<file path="config.mk">
export PLATFORM = sky130hd
export DESIGN_NAME = rotation_period_slice_tracker
export DESIGN_NICKNAME = d
export VERILOG_FILES = /design/src/hw/rtl/rps_pkg.sv /design/src/hw/rtl/rps_cfg.sv /design/src/hw/rtl/rps_div.sv /design/src/hw/rtl/rotation_period_slice_tracker.sv
export SDC_FILE = /design/constraint.sdc
export NUM_CORES = 2
export LEC_CHECK = 0
export BUFFER_PORTS_ARGS = -buffer_cell sky130_fd_sc_hd__buf_4
export CAP_MARGIN = 10
export CORE_ASPECT_RATIO = 1.75
export CORE_MARGIN = 5
export CORE_UTILIZATION = 56
export CTS_CLUSTER_SIZE = 28
export DETAILED_ROUTE_END_ITERATION = 6
export GPL_TIMING_DRIVEN = 0
export PLACE_DENSITY = 0.73
export SLEW_MARGIN = 10
export SYNTH_ARGS = -nofsm -noshare
export SYNTH_HDL_FRONTEND = slang
export SYNTH_SLANG_ARGS = --single-unit
</file>
<file path="constraint.sdc">
create_clock -name i_clk -period 11.9 [get_ports i_clk]
set_clock_uncertainty 0.05 [all_clocks]
set_input_delay 1.785 -clock i_clk [delete_from_list [all_inputs] [get_ports i_clk]]
set_output_delay 1.785 -clock i_clk [all_outputs]
set_load 0.1 [all_outputs]
</file>
<file path="src/hw/rtl/rps_pkg.sv">
// Shared types and constants of the rotation period and slice tracker.
`default_nettype none

package rps_pkg;

    localparam int VAL_W       = 32;
    localparam int STAB_W      = 16;
    localparam int SLICE_W     = 6;
    localparam int EVENT_W     = 3;
    localparam int SLICE_CFG_W = 7;
    localparam int CFG_INDEX_W = 2;
    localparam int CFG_DATA_W  = 16;

    localparam logic [VAL_W-1:0]       AVG_RESET     = 32'd250000;
    localparam logic [SLICE_CFG_W-1:0] SLICE_RESET   = 7'd60;
    localparam logic [STAB_W-1:0]      SLACK_RESET   = 16'd20;
    localparam logic [STAB_W-1:0]      STAB_MAX      = 16'hFFFF;
    localparam logic [VAL_W-1:0]       BLEND_DIVISOR = 32'd10;

    typedef enum logic [CFG_INDEX_W-1:0] {
        CFG_SLICE_COUNT  = 2'd0,
        CFG_RETIME_SLACK = 2'd1
    } t_cfg_index;

    typedef enum logic [EVENT_W-1:0] {
        EV_NONE     = 3'd0,
        EV_SPURIOUS = 3'd1,
        EV_MISSED   = 3'd2,
        EV_RETIMED  = 3'd3,
        EV_STEADY   = 3'd4
    } t_event;

    typedef enum logic [3:0] {
        S_IDLE,
        S_EDGE,
        S_BLEND,
        S_RETIME,
        S_PAINT,
        S_PAINT_WAIT,
        S_MOD,
        S_MOD_WAIT,
        S_SPLIT,
        S_SLICE,
        S_SLICE_WAIT,
        S_DONE
    } t_state;

endpackage

`default_nettype wire

</file>
<file path="src/hw/rtl/rps_cfg.sv">
// Configuration registers: slice count with clamping and retime slack.
`default_nettype none

module rps_cfg
    import rps_pkg::*;
#(
    parameter int SLICE_LIMIT = 64,
    parameter int NB          = 7
) (
    input  wire logic                   i_clk,
    input  wire logic                   i_rst_n,
    input  wire logic                   i_cfg_valid,
    output logic                        o_cfg_ready,
    input  wire logic [CFG_INDEX_W-1:0] i_cfg_index,
    input  wire logic [CFG_DATA_W-1:0]  i_cfg_data,
    output logic [NB-1:0]               o_slices,
    output logic [STAB_W-1:0]           o_slack,
    output logic                        o_wr
);

    localparam int CMP_W = 10;

    logic [SLICE_CFG_W-1:0] r_slice_count;
    logic [STAB_W-1:0]      r_slack;
    logic [CMP_W-1:0]       w_sc_ext;

    assign o_cfg_ready = 1'b1;
    assign o_wr        = i_cfg_valid;

    // Take a register write on each transaction
    always_ff @(posedge i_clk) begin
        if (!i_rst_n) begin
            r_slice_count <= SLICE_RESET;
            r_slack       <= SLACK_RESET;
        end else if (i_cfg_valid) begin
            case (i_cfg_index)
                CFG_SLICE_COUNT:  r_slice_count <= i_cfg_data[SLICE_CFG_W-1:0];
                CFG_RETIME_SLACK: r_slack       <= i_cfg_data;
                default: ;
            endcase
        end
    end

    // Clamp the slice count into one to the slice limit
    assign w_sc_ext = CMP_W'(r_slice_count);

    always_comb begin
        if (r_slice_count == '0) begin
            o_slices = NB'(1);
        end else if (w_sc_ext > CMP_W'(SLICE_LIMIT)) begin
            o_slices = NB'(SLICE_LIMIT);
        end else begin
            o_slices = NB'(r_slice_count);
        end
    end

    assign o_slack = r_slack;

endmodule

`default_nettype wire

</file>
<file path="src/hw/rtl/rps_div.sv">
// Bit-serial restoring divider: one quotient bit per cycle.
`default_nettype none

module rps_div #(
    parameter int DW = 37,
    parameter int VW = 32,
    parameter int CW = 6
) (
    input  wire logic          i_clk,
    input  wire logic          i_rst_n,
    input  wire logic          i_start,
    input  wire logic [CW-1:0] i_count,
    input  wire logic [DW-1:0] i_dividend,
    input  wire logic [VW-1:0] i_rem_init,
    input  wire logic [VW-1:0] i_divisor,
    output logic               o_busy,
    output logic [DW-1:0]      o_quot,
    output logic [VW-1:0]      o_rem
);

    logic          r_busy;
    logic [CW-1:0] r_cnt;
    logic [DW-1:0] r_dvd;
    logic [VW-1:0] r_rem;
    logic [VW-1:0] r_dsr;
    logic [VW:0]   w_trial;
    logic [VW:0]   w_diff;
    logic          w_ge;

    // Trial subtract of the divisor from the shifted partial remainder
    assign w_trial = {r_rem, r_dvd[DW-1]};
    assign w_diff  = w_trial - {1'b0, r_dsr};
    assign w_ge    = !w_diff[VW];

    // Hold the busy flag and step count
    always_ff @(posedge i_clk) begin
        if (!i_rst_n) begin
            r_busy <= 1'b0;
            r_cnt  <= '0;
        end else if (i_start) begin
            r_busy <= 1'b1;
            r_cnt  <= i_count;
        end else if (r_busy) begin
            r_cnt <= r_cnt - CW'(1);
            if (r_cnt == CW'(1)) begin
                r_busy <= 1'b0;
            end
        end
    end

    // Shift the dividend out and the quotient bits in
    always_ff @(posedge i_clk) begin
        if (i_start) begin
            r_dvd <= i_dividend;
            r_rem <= i_rem_init;
            r_dsr <= i_divisor;
        end else if (r_busy) begin
            r_dvd <= {r_dvd[DW-2:0], w_ge};
            r_rem <= w_ge ? w_diff[VW-1:0] : w_trial[VW-1:0];
        end
    end

    assign o_busy = r_busy;
    assign o_quot = r_dvd;
    assign o_rem  = r_rem;

endmodule

`default_nettype wire

</file>
<file path="src/hw/rtl/rotation_period_slice_tracker.sv">
// An accepted rising hall edge also runs the average update through the divider; a rejected
// one skips it. A changed period or any configuration write also recomputes the paint interval.
// One item at a time: the next is taken only once the result is registered and the tracker
// is back in idle; a stalled result holds the block. One bit-serial divider is shared.
// Reset (synchronous, active low): hall high, period/average 250000, stability 0, no result.
`default_nettype none

module rotation_period_slice_tracker
    import rps_pkg::*;
#(
    parameter int SLICE_LIMIT = 64,
    parameter int TIME_BITS   = 32
) (
    input  wire logic                   i_clk,
    input  wire logic                   i_rst_n,
    input  wire logic                   i_in_valid,
    output logic                        o_in_stall,
    input  wire logic [TIME_BITS-1:0]   i_now_us,
    input  wire logic                   i_hall_level,
    output logic                        o_out_valid,
    input  wire logic                   i_out_stall,
    output logic [SLICE_W-1:0]          o_slice_index,
    output logic                        o_mirrored,
    output logic [EVENT_W-1:0]          o_event_res,
    output logic [VAL_W-1:0]            o_period_us,
    output logic [VAL_W-1:0]            o_paint_interval_us,
    output logic [STAB_W-1:0]           o_stable_count,
    input  wire logic                   i_cfg_valid,
    output logic                        o_cfg_ready,
    input  wire logic [CFG_INDEX_W-1:0] i_cfg_index,
    input  wire logic [CFG_DATA_W-1:0]  i_cfg_data
);

    localparam int NB    = $clog2(SLICE_LIMIT + 1);
    localparam int SW    = ((TIME_BITS > 36) ? TIME_BITS : 36) + 1;
    localparam int DW    = SW;
    localparam int CW    = $clog2(DW + 1);
    localparam int CMPW  = (TIME_BITS > 33) ? TIME_BITS : 33;
    localparam int PW    = VAL_W + NB;

    // Configuration
    logic [NB-1:0]     w_slices;
    logic [STAB_W-1:0] w_slack;
    logic              w_cfg_wr;

    rps_cfg #(
        .SLICE_LIMIT (SLICE_LIMIT),
        .NB          (NB)
    ) u_cfg (
        .i_clk       (i_clk),
        .i_rst_n     (i_rst_n),
        .i_cfg_valid (i_cfg_valid),
        .o_cfg_ready (o_cfg_ready),
        .i_cfg_index (i_cfg_index),
        .i_cfg_data  (i_cfg_data),
        .o_slices    (w_slices),
        .o_slack     (w_slack),
        .o_wr        (w_cfg_wr)
    );

    // Shared divider
    logic             w_div_start;
    logic [CW-1:0]    w_div_count;
    logic [DW-1:0]    w_div_dividend;
    logic [VAL_W-1:0] w_div_rem_init;
    logic [VAL_W-1:0] w_div_divisor;
    logic             w_div_busy;
    logic [DW-1:0]    w_div_quot;
    logic [VAL_W-1:0] w_div_rem;

    rps_div #(
        .DW (DW),
        .VW (VAL_W),
        .CW (CW)
    ) u_div (
        .i_clk      (i_clk),
        .i_rst_n    (i_rst_n),
        .i_start    (w_div_start),
        .i_count    (w_div_count),
        .i_dividend (w_div_dividend),
        .i_rem_init (w_div_rem_init),
        .i_divisor  (w_div_divisor),
        .o_busy     (w_div_busy),
        .o_quot     (w_div_quot),
        .o_rem      (w_div_rem)
    );

    // Tracker state and item registers
    t_state                r_state;
    t_state                n_state;
    logic [TIME_BITS-1:0]  r_now;
    logic                  r_hall_prev;
    logic [TIME_BITS-1:0]  r_cycle_start;
    logic [VAL_W-1:0]      r_avg;
    logic [VAL_W-1:0]      r_period;
    logic [STAB_W-1:0]     r_stab;
    t_event                r_event;
    logic [VAL_W-1:0]      r_paint;
    logic                  r_paint_ok;
    logic [VAL_W-1:0]      r_nt;
    logic [VAL_W-1:0]      r_u;
    logic [VAL_W-1:0]      r_x;
    logic [VAL_W-1:0]      r_d;
    logic                  r_mir;
    logic [SLICE_W-1:0]    r_slice;

    logic                  r_out_valid;
    logic [SLICE_W-1:0]    r_out_slice;
    logic                  r_out_mir;
    t_event                r_out_event;
    logic [VAL_W-1:0]      r_out_period;
    logic [VAL_W-1:0]      r_out_paint;
    logic [STAB_W-1:0]     r_out_stab;

    // Combinational datapath
    logic                  w_accept;
    logic                  w_rise;
    logic                  w_out_free;
    logic [TIME_BITS-1:0]  w_elapsed;
    logic [CMPW-1:0]       w_p_ext;
    logic [CMPW-1:0]       w_avg_half;
    logic [CMPW-1:0]       w_avg_hi;
    logic                  w_spur;
    logic                  w_miss;
    logic [SW-1:0]         w_blend_sum;
    logic [VAL_W-1:0]      w_nt_sat;
    logic [VAL_W-1:0]      w_nt_diff;
    logic [VAL_W-1:0]      w_half_period;
    logic [PW-1:0]         w_prod;
    logic                  w_in_stall;

    assign w_accept   = i_in_valid && !w_in_stall;
    assign w_rise     = !r_hall_prev && i_hall_level;
    assign w_out_free = !r_out_valid || !i_out_stall;
    assign w_elapsed  = r_now - r_cycle_start;

    // Reject tests against half and one and a half times the average
    assign w_p_ext    = CMPW'(w_elapsed);
    assign w_avg_half = CMPW'(r_avg[VAL_W-1:1]);
    assign w_avg_hi   = CMPW'(r_avg) + CMPW'(r_avg[VAL_W-1:1]);
    assign w_spur     = (r_stab != '0) && (w_p_ext < w_avg_half);
    assign w_miss     = (r_stab != '0) && (w_p_ext > w_avg_hi);

    // Nine times the average plus the new period, to be divided by ten
    assign w_blend_sum = (SW'(r_avg) << 3) + SW'(r_avg) + SW'(w_elapsed);
    assign w_nt_sat    = (w_div_quot[DW-1:VAL_W] != '0) ? '1 : w_div_quot[VAL_W-1:0];
    assign w_nt_diff   = (r_period > r_nt) ? (r_period - r_nt) : (r_nt - r_period);

    assign w_half_period = {1'b0, r_period[VAL_W-1:1]};
    assign w_prod        = PW'(r_x) * PW'(w_slices);

    // Next state
    always_comb begin
        n_state = r_state;
        case (r_state)
            S_IDLE: begin
                if (i_in_valid) begin
                    n_state = w_rise ? S_EDGE : S_PAINT;
                end
            end
            S_EDGE: begin
                n_state = (w_spur || w_miss) ? S_PAINT : S_BLEND;
            end
            S_BLEND: begin
                if (!w_div_busy) begin
                    n_state = S_RETIME;
                end
            end
            S_RETIME: begin
                n_state = S_PAINT;
            end
            S_PAINT: begin
                n_state = r_paint_ok ? S_MOD : S_PAINT_WAIT;
            end
            S_PAINT_WAIT: begin
                if (!w_div_busy) begin
                    n_state = S_MOD;
                end
            end
            S_MOD: begin
                n_state = (r_period == '0) ? S_SPLIT : S_MOD_WAIT;
            end
            S_MOD_WAIT: begin
                if (!w_div_busy) begin
                    n_state = S_SPLIT;
                end
            end
            S_SPLIT: begin
                n_state = S_SLICE;
            end
            S_SLICE: begin
                n_state = (r_d == '0) ? S_DONE : S_SLICE_WAIT;
            end
            S_SLICE_WAIT: begin
                if (!w_div_busy) begin
                    n_state = S_DONE;
                end
            end
            S_DONE: begin
                if (w_out_free) begin
                    n_state = S_IDLE;
                end
            end
            default: n_state = S_IDLE;
        endcase
    end

    // State outputs: input stall and divider launches
    always_comb begin
        w_in_stall     = 1'b1;
        w_div_start    = 1'b0;
        w_div_count    = '0;
        w_div_dividend = '0;
        w_div_rem_init = '0;
        w_div_divisor  = '0;
        case (r_state)
            S_IDLE: begin
                w_in_stall = 1'b0;
            end
            S_EDGE: begin
                if (!w_spur && !w_miss) begin
                    w_div_start    = 1'b1;
                    w_div_count    = CW'(DW);
                    w_div_dividend = w_blend_sum;
                    w_div_divisor  = BLEND_DIVISOR;
                end
            end
            S_PAINT: begin
                if (!r_paint_ok) begin
                    w_div_start    = 1'b1;
                    w_div_count    = CW'(VAL_W);
                    w_div_dividend = {w_half_period, {(DW-VAL_W){1'b0}}};
                    w_div_divisor  = VAL_W'(w_slices);
                end
            end
            S_MOD: begin
                if (r_period != '0) begin
                    w_div_start    = 1'b1;
                    w_div_count    = CW'(TIME_BITS);
                    w_div_dividend = {w_elapsed, {(DW-TIME_BITS){1'b0}}};
                    w_div_divisor  = r_period;
                end
            end
            S_SLICE: begin
                if (r_d != '0) begin
                    w_div_start    = 1'b1;
                    w_div_count    = CW'(NB);
                    w_div_dividend = {w_prod[NB-1:0], {(DW-NB){1'b0}}};
                    w_div_rem_init = w_prod[PW-1:NB];
                    w_div_divisor  = r_d;
                end
            end
            default: ;
        endcase
    end

    assign o_in_stall = w_in_stall;

    // Advance the state register
    always_ff @(posedge i_clk) begin
        if (!i_rst_n) begin
            r_state <= S_IDLE;
        end else begin
            r_state <= n_state;
        end
    end

    // Tracker state: hall level, cycle start, average, period, stability, paint cache
    always_ff @(posedge i_clk) begin
        if (!i_rst_n) begin
            r_hall_prev   <= 1'b1;
            r_cycle_start <= '0;
            r_avg         <= AVG_RESET;
            r_period      <= AVG_RESET;
            r_stab        <= '0;
            r_paint_ok    <= 1'b0;
        end else begin
            if (w_cfg_wr) begin
                r_paint_ok <= 1'b0;
            end
            case (r_state)
                S_IDLE: begin
                    if (w_accept) begin
                        r_hall_prev <= i_hall_level;
                    end
                end
                S_EDGE: begin
                    r_cycle_start <= r_now;
                    if (w_spur || w_miss) begin
                        r_stab <= '0;
                    end
                end
                S_RETIME: begin
                    r_avg <= r_nt;
                    if (w_nt_diff > VAL_W'(w_slack)) begin
                        r_stab     <= r_stab >> 1;
                        r_period   <= r_nt;
                        r_paint_ok <= 1'b0;
                    end else if (r_stab != STAB_MAX) begin
                        r_stab <= r_stab + STAB_W'(1);
                    end
                end
                S_PAINT_WAIT: begin
                    if (!w_div_busy) begin
                        r_paint_ok <= 1'b1;
                    end
                end
                default: ;
            endcase
        end
    end

    // Item registers: timestamp, event, blended average, paint interval, slice position
    always_ff @(posedge i_clk) begin
        case (r_state)
            S_IDLE: begin
                if (w_accept) begin
                    r_now   <= i_now_us;
                    r_event <= EV_NONE;
                end
            end
            S_EDGE: begin
                if (w_spur) begin
                    r_event <= EV_SPURIOUS;
                end else if (w_miss) begin
                    r_event <= EV_MISSED;
                end
            end
            S_BLEND: begin
                if (!w_div_busy) begin
                    r_nt <= w_nt_sat;
                end
            end
            S_RETIME: begin
                r_event <= (w_nt_diff > VAL_W'(w_slack)) ? EV_RETIMED : EV_STEADY;
            end
            S_PAINT_WAIT: begin
                if (!w_div_busy) begin
                    r_paint <= w_div_quot[VAL_W-1:0];
                end
            end
            S_MOD: begin
                if (r_period == '0) begin
                    r_u <= '0;
                end
            end
            S_MOD_WAIT: begin
                if (!w_div_busy) begin
                    r_u <= w_div_rem;
                end
            end
            S_SPLIT: begin
                if (r_u < w_half_period) begin
                    r_x   <= r_u;
                    r_d   <= w_half_period;
                    r_mir <= 1'b0;
                end else begin
                    r_x   <= r_u - w_half_period;
                    r_d   <= r_period - w_half_period;
                    r_mir <= 1'b1;
                end
            end
            S_SLICE: begin
                if (r_d == '0) begin
                    r_slice <= '0;
                end
            end
            S_SLICE_WAIT: begin
                if (!w_div_busy) begin
                    r_slice <= SLICE_W'(w_div_quot);
                end
            end
            default: ;
        endcase
    end

    // Hold the result until the downstream side takes it
    always_ff @(posedge i_clk) begin
        if (!i_rst_n) begin
            r_out_valid <= 1'b0;
        end else if (r_state == S_DONE && w_out_free) begin
            r_out_valid <= 1'b1;
        end else if (!i_out_stall) begin
            r_out_valid <= 1'b0;
        end
    end

    always_ff @(posedge i_clk) begin
        if (r_state == S_DONE && w_out_free) begin
            r_out_slice  <= r_slice;
            r_out_mir    <= r_mir;
            r_out_event  <= r_event;
            r_out_period <= r_period;
            r_out_paint  <= r_paint;
            r_out_stab   <= r_stab;
        end
    end

    assign o_out_valid         = r_out_valid;
    assign o_slice_index       = r_out_slice;
    assign o_mirrored          = r_out_mir;
    assign o_event_res         = r_out_event;
    assign o_period_us         = r_out_period;
    assign o_paint_interval_us = r_out_paint;
    assign o_stable_count      = r_out_stab;

endmodule

`default_nettype wire

</file>
==> flow_summary_export.csv <==
group,metric,value,unit
layout,fill_cells,6881,
yosys,synth_top_family_by_area,"adder cells",
setup_path,r2r_cells,27,
yosys,synth_simple_gate_area_share,15.3,%
yosys,synth_edf_count,393,
route,ant_nets,0,
timing,postLayoutSetupSlackWorst,2.11,ns
layout,drive_above_1_share,6.67,%
timing,finalHoldViolCount,0,
timing,setup_violations,0,
placed_design,gp_congestion,1.05,
timing,slew_headroom,8.15,%
setup_path,cp_num_buf_inv,3,
power_and_ir_drop,leakagePower,19.8,nW
yosys,synth.area.mux_share,1.68,%
yosys,post-synth-top-count-cell,"inv_1",
grt,grt_pass1_vias,38300,
placed_design,place_ws,1.88,ns
clock_tree,post_cts_resized,0,
die,core_area,77000,sq um
yosys,ys_async_sr_fraction,0,%
route,drc,24,
yosys,synthTopCellsByCount,"inv_1, nand2_1, ha_1",
yosys,syn_inst,4680,
route,vias_per_cell,6.18,
min_path,min_delay_path_depth,0,
clock_tree,cts_tree,"yes",
die,num_rows,135,
setup_path,crit_cells,27,
yosys,synthAdderAreaFrac,20.5,%
yosys,synth-main-ff-cell,"edfxtp_1",
placed_design,dpl.cell_count,5881,
grt,grt_pass1_wl,227,mm
clock_tree,path_clk_slew,0.07,ns
power_and_ir_drop,ir_worst_vdd,0.000167,V
yosys,yosysWarnings,0,
yosys,ys_top_cells_by_area,"edfxtp_1, ha_1, fa_1",
die,dieArea,83300,sq um
setup_path,crit_path_max_incr_delay,1.02,ns
setup_path,crit_arrival,10.04,ns
layout,finalNonFillerCells,5977,
clock_tree,insertion_delay,0.64,ns
grt,grt_max_degree,42,
die,die_h,378,um
die,die_w,220,um
setup_path,critical_path.endpoint_type,"flip-flop",
clock_tree,cts_max_path_buffers,3,
min_path,holdCritPathClass,"reg -> reg",
grt,track_usage,36.7,%
yosys,ys_ff_latch,542,
route,drt-total-wl,155,mm
route,wl_per_cell,25.9,um
setup_path,crit_top_cell,"a21oi_1",
timing,max_freq,0.102,GHz
clock_tree,clock-sinks,542,
setup_path,startpoint_type,"flip-flop",
clock_tree,cts_root_buf,"clkbuf_16",
timing,slew_violations,0,
outcome,status,"complete, but fails checks",
timing,tightestPinTransition,1.37,ns
die,num_io_pins,149,
yosys,yosysUniqueCellTypes,89,
timing,rsz0062_at_grt,"false",
setup_path,cp_max_fo,10,
route,num_vias,36900,
layout,area_delta_synth_final,10.0,%
clock_tree,cts_hold_buf,0,
die,initial_core_util,56.3,%
placed_design,portBuffers,147,
yosys,yosysSeqAreaShare,34.1,%
yosys,synthXorXnorAreaFrac,4.57,%
placed_design,hpwlAfterDp,126,mm
grt,overflow,0,
route,dr.first_iter.drc_count,2550,
yosys,synth_top_cell_area_share,27.2,%
layout,finish.utilization,61.9,%
yosys,syn_area,43300,sq um
clock_tree,cts_buffers,50,
clock_tree,htree_levels,2,
clock_tree,post_cts_buffers,0,
yosys,yosys.area.top_type,"edfxtp_1",
grt,antenna_found_initial,3,
layout,final_nets,5561,
outcome,violations,"DRC",
route,drt_pass1_iterations,7,
timing,finalCritPeriodShare,82.2,%
setup_path,crit_family,"compound AO/OA/AOI/OAI gates",
yosys,synth_nets,5333,
yosys,synth-compound-area-share,17.8,%
setup_path,worst-setup-path-type,"reg -> reg",
setup_path,crit_required,12.15,ns
power_and_ir_drop,power-per-cell-area,233,nW/um^2
job,maxCapViolations,0,
timing,fin_crit,9.79,ns
setup_path,cp_slowest_cell,"clkbuf_1",
yosys,syn_avg_cell_area,9.26,sq um
state kept, by name, summed over array words and instances (netlist names), 32 cells and up:
signal,flops
r_d,32
r_avg,32
r_x,32
u_div.o_quot,37
r_now,32
r_paint,32
r_u,32
r_nt,32
o_period_us,32
r_cycle_start,32
r_period,32
o_paint_interval_us,32
u_div.r_dsr,32
u_div.o_rem,32
path summary, 6_finish.rpt:
check	start	endpoint	slack [ns]
worst max-delay path	r_avg[1]	u_div.o_rem[5]	2.11
worst min-delay path	r_paint[12]	o_paint_interval_us[12]	0.37
worst max register to register	r_avg[1]	u_div.o_rem[5]	2.11
worst min register to register	r_paint[12]	o_paint_interval_us[12]	0.37
cell type report:
| class | count | area [sq um] | area share, % |
|---|---|---|---|
| plain buffers | 169 | 729 | 1.53 |
| clock inverters | 30 | 260 | 0.546 |
| diodes | 3 | 7.51 | 0.0157 |
| multi-input cells | 3463 | 26000 | 54.5 |
| well taps | 1027 | 1280 | 2.69 |
| flip-flops and latches | 542 | 14800 | 31.0 |
| clock buffers | 61 | 1310 | 2.76 |
| repair buffers | 176 | 1410 | 2.96 |
| inverters | 506 | 1900 | 3.98 |
cells by family after synthesis:
logic type | count (synthesis)
simple gates | 1347
compound gates | 1221
buf+inv | 675
fa+ha+maj | 597
flops | 542
xor+xnor | 226
mux | 71
other cells | 1
worst register-to-register path: stages, from the launching register on:
cell and delay [ns]:
dfxtp_1 0.44, ha_1 0.28, fa_1 0.41, a21oi_1 0.18, nand4b_1 0.16, a31oi_1 0.16
o31a_1 0.37, a31o_1 0.26, o31a_1 0.33, a41oi_1 0.58, o21ai_0 0.13, and3b_1 0.21
o31ai_1 0.40, mux2i_1 0.23, nand2_1 0.08, ha_1 0.32, nand3_1 0.12, or2_2 0.34
nor4_2 0.92, nand4_1 0.68, nand3_1 0.27, a21oi_1 0.10, a21oi_1 0.49, nor3_2 0.21
buf_6 0.20, inv_2 0.26, clkbuf_1 1.03, o21ai_0 0.26
per-layer routing:
layer	up-vias	track usage [%]	share of wire, %
li1	17000	-	-
met1	18000	33.2	30
met2	1320	66.5	51
met3	643	5.68	5.2
met4	4	37.0	13
met5	-	0	0.016
cells in the final DEF (no fill, tap or decap), drive strengths merged, types with 67 or more instances in the layout:
cell    count
a21o      125
a21oi     402
and2      224
buf       215
clkbuf    191
dfxtp     149
edfxtp    393
fa        186
ha        411
inv       511
mux2i      67
nand2     445
nand3      92
nor2      249
nor3       69
o21ai     245
xnor2     134
xor2       92
metrics by stage:
stage	setup TNS, ns	hold slack [ns]	power (mW)	area [sq um]
final	0	0.368	11.1	47700
after global routing	0	0.376	11.8	47700
after CTS	0	0.370	11.0	47600
after detailed placement	0	0.355	9.31	46100
after global placement	-204.81	0.351	9.16	45700
after floorplan	0	0.350	7.45	43300
power by group:
part | total, mW | leakage [nW] | switching, mW | internal, mW
registers | 2.94 | 4.74 | 0.328 | 2.61
logic | 6.53 | 14.3 | 4.03 | 2.49
clock network | 1.63 | 0.770 | 0.772 | 0.859
No activity file was read; power rests on OpenSTA's default activity.
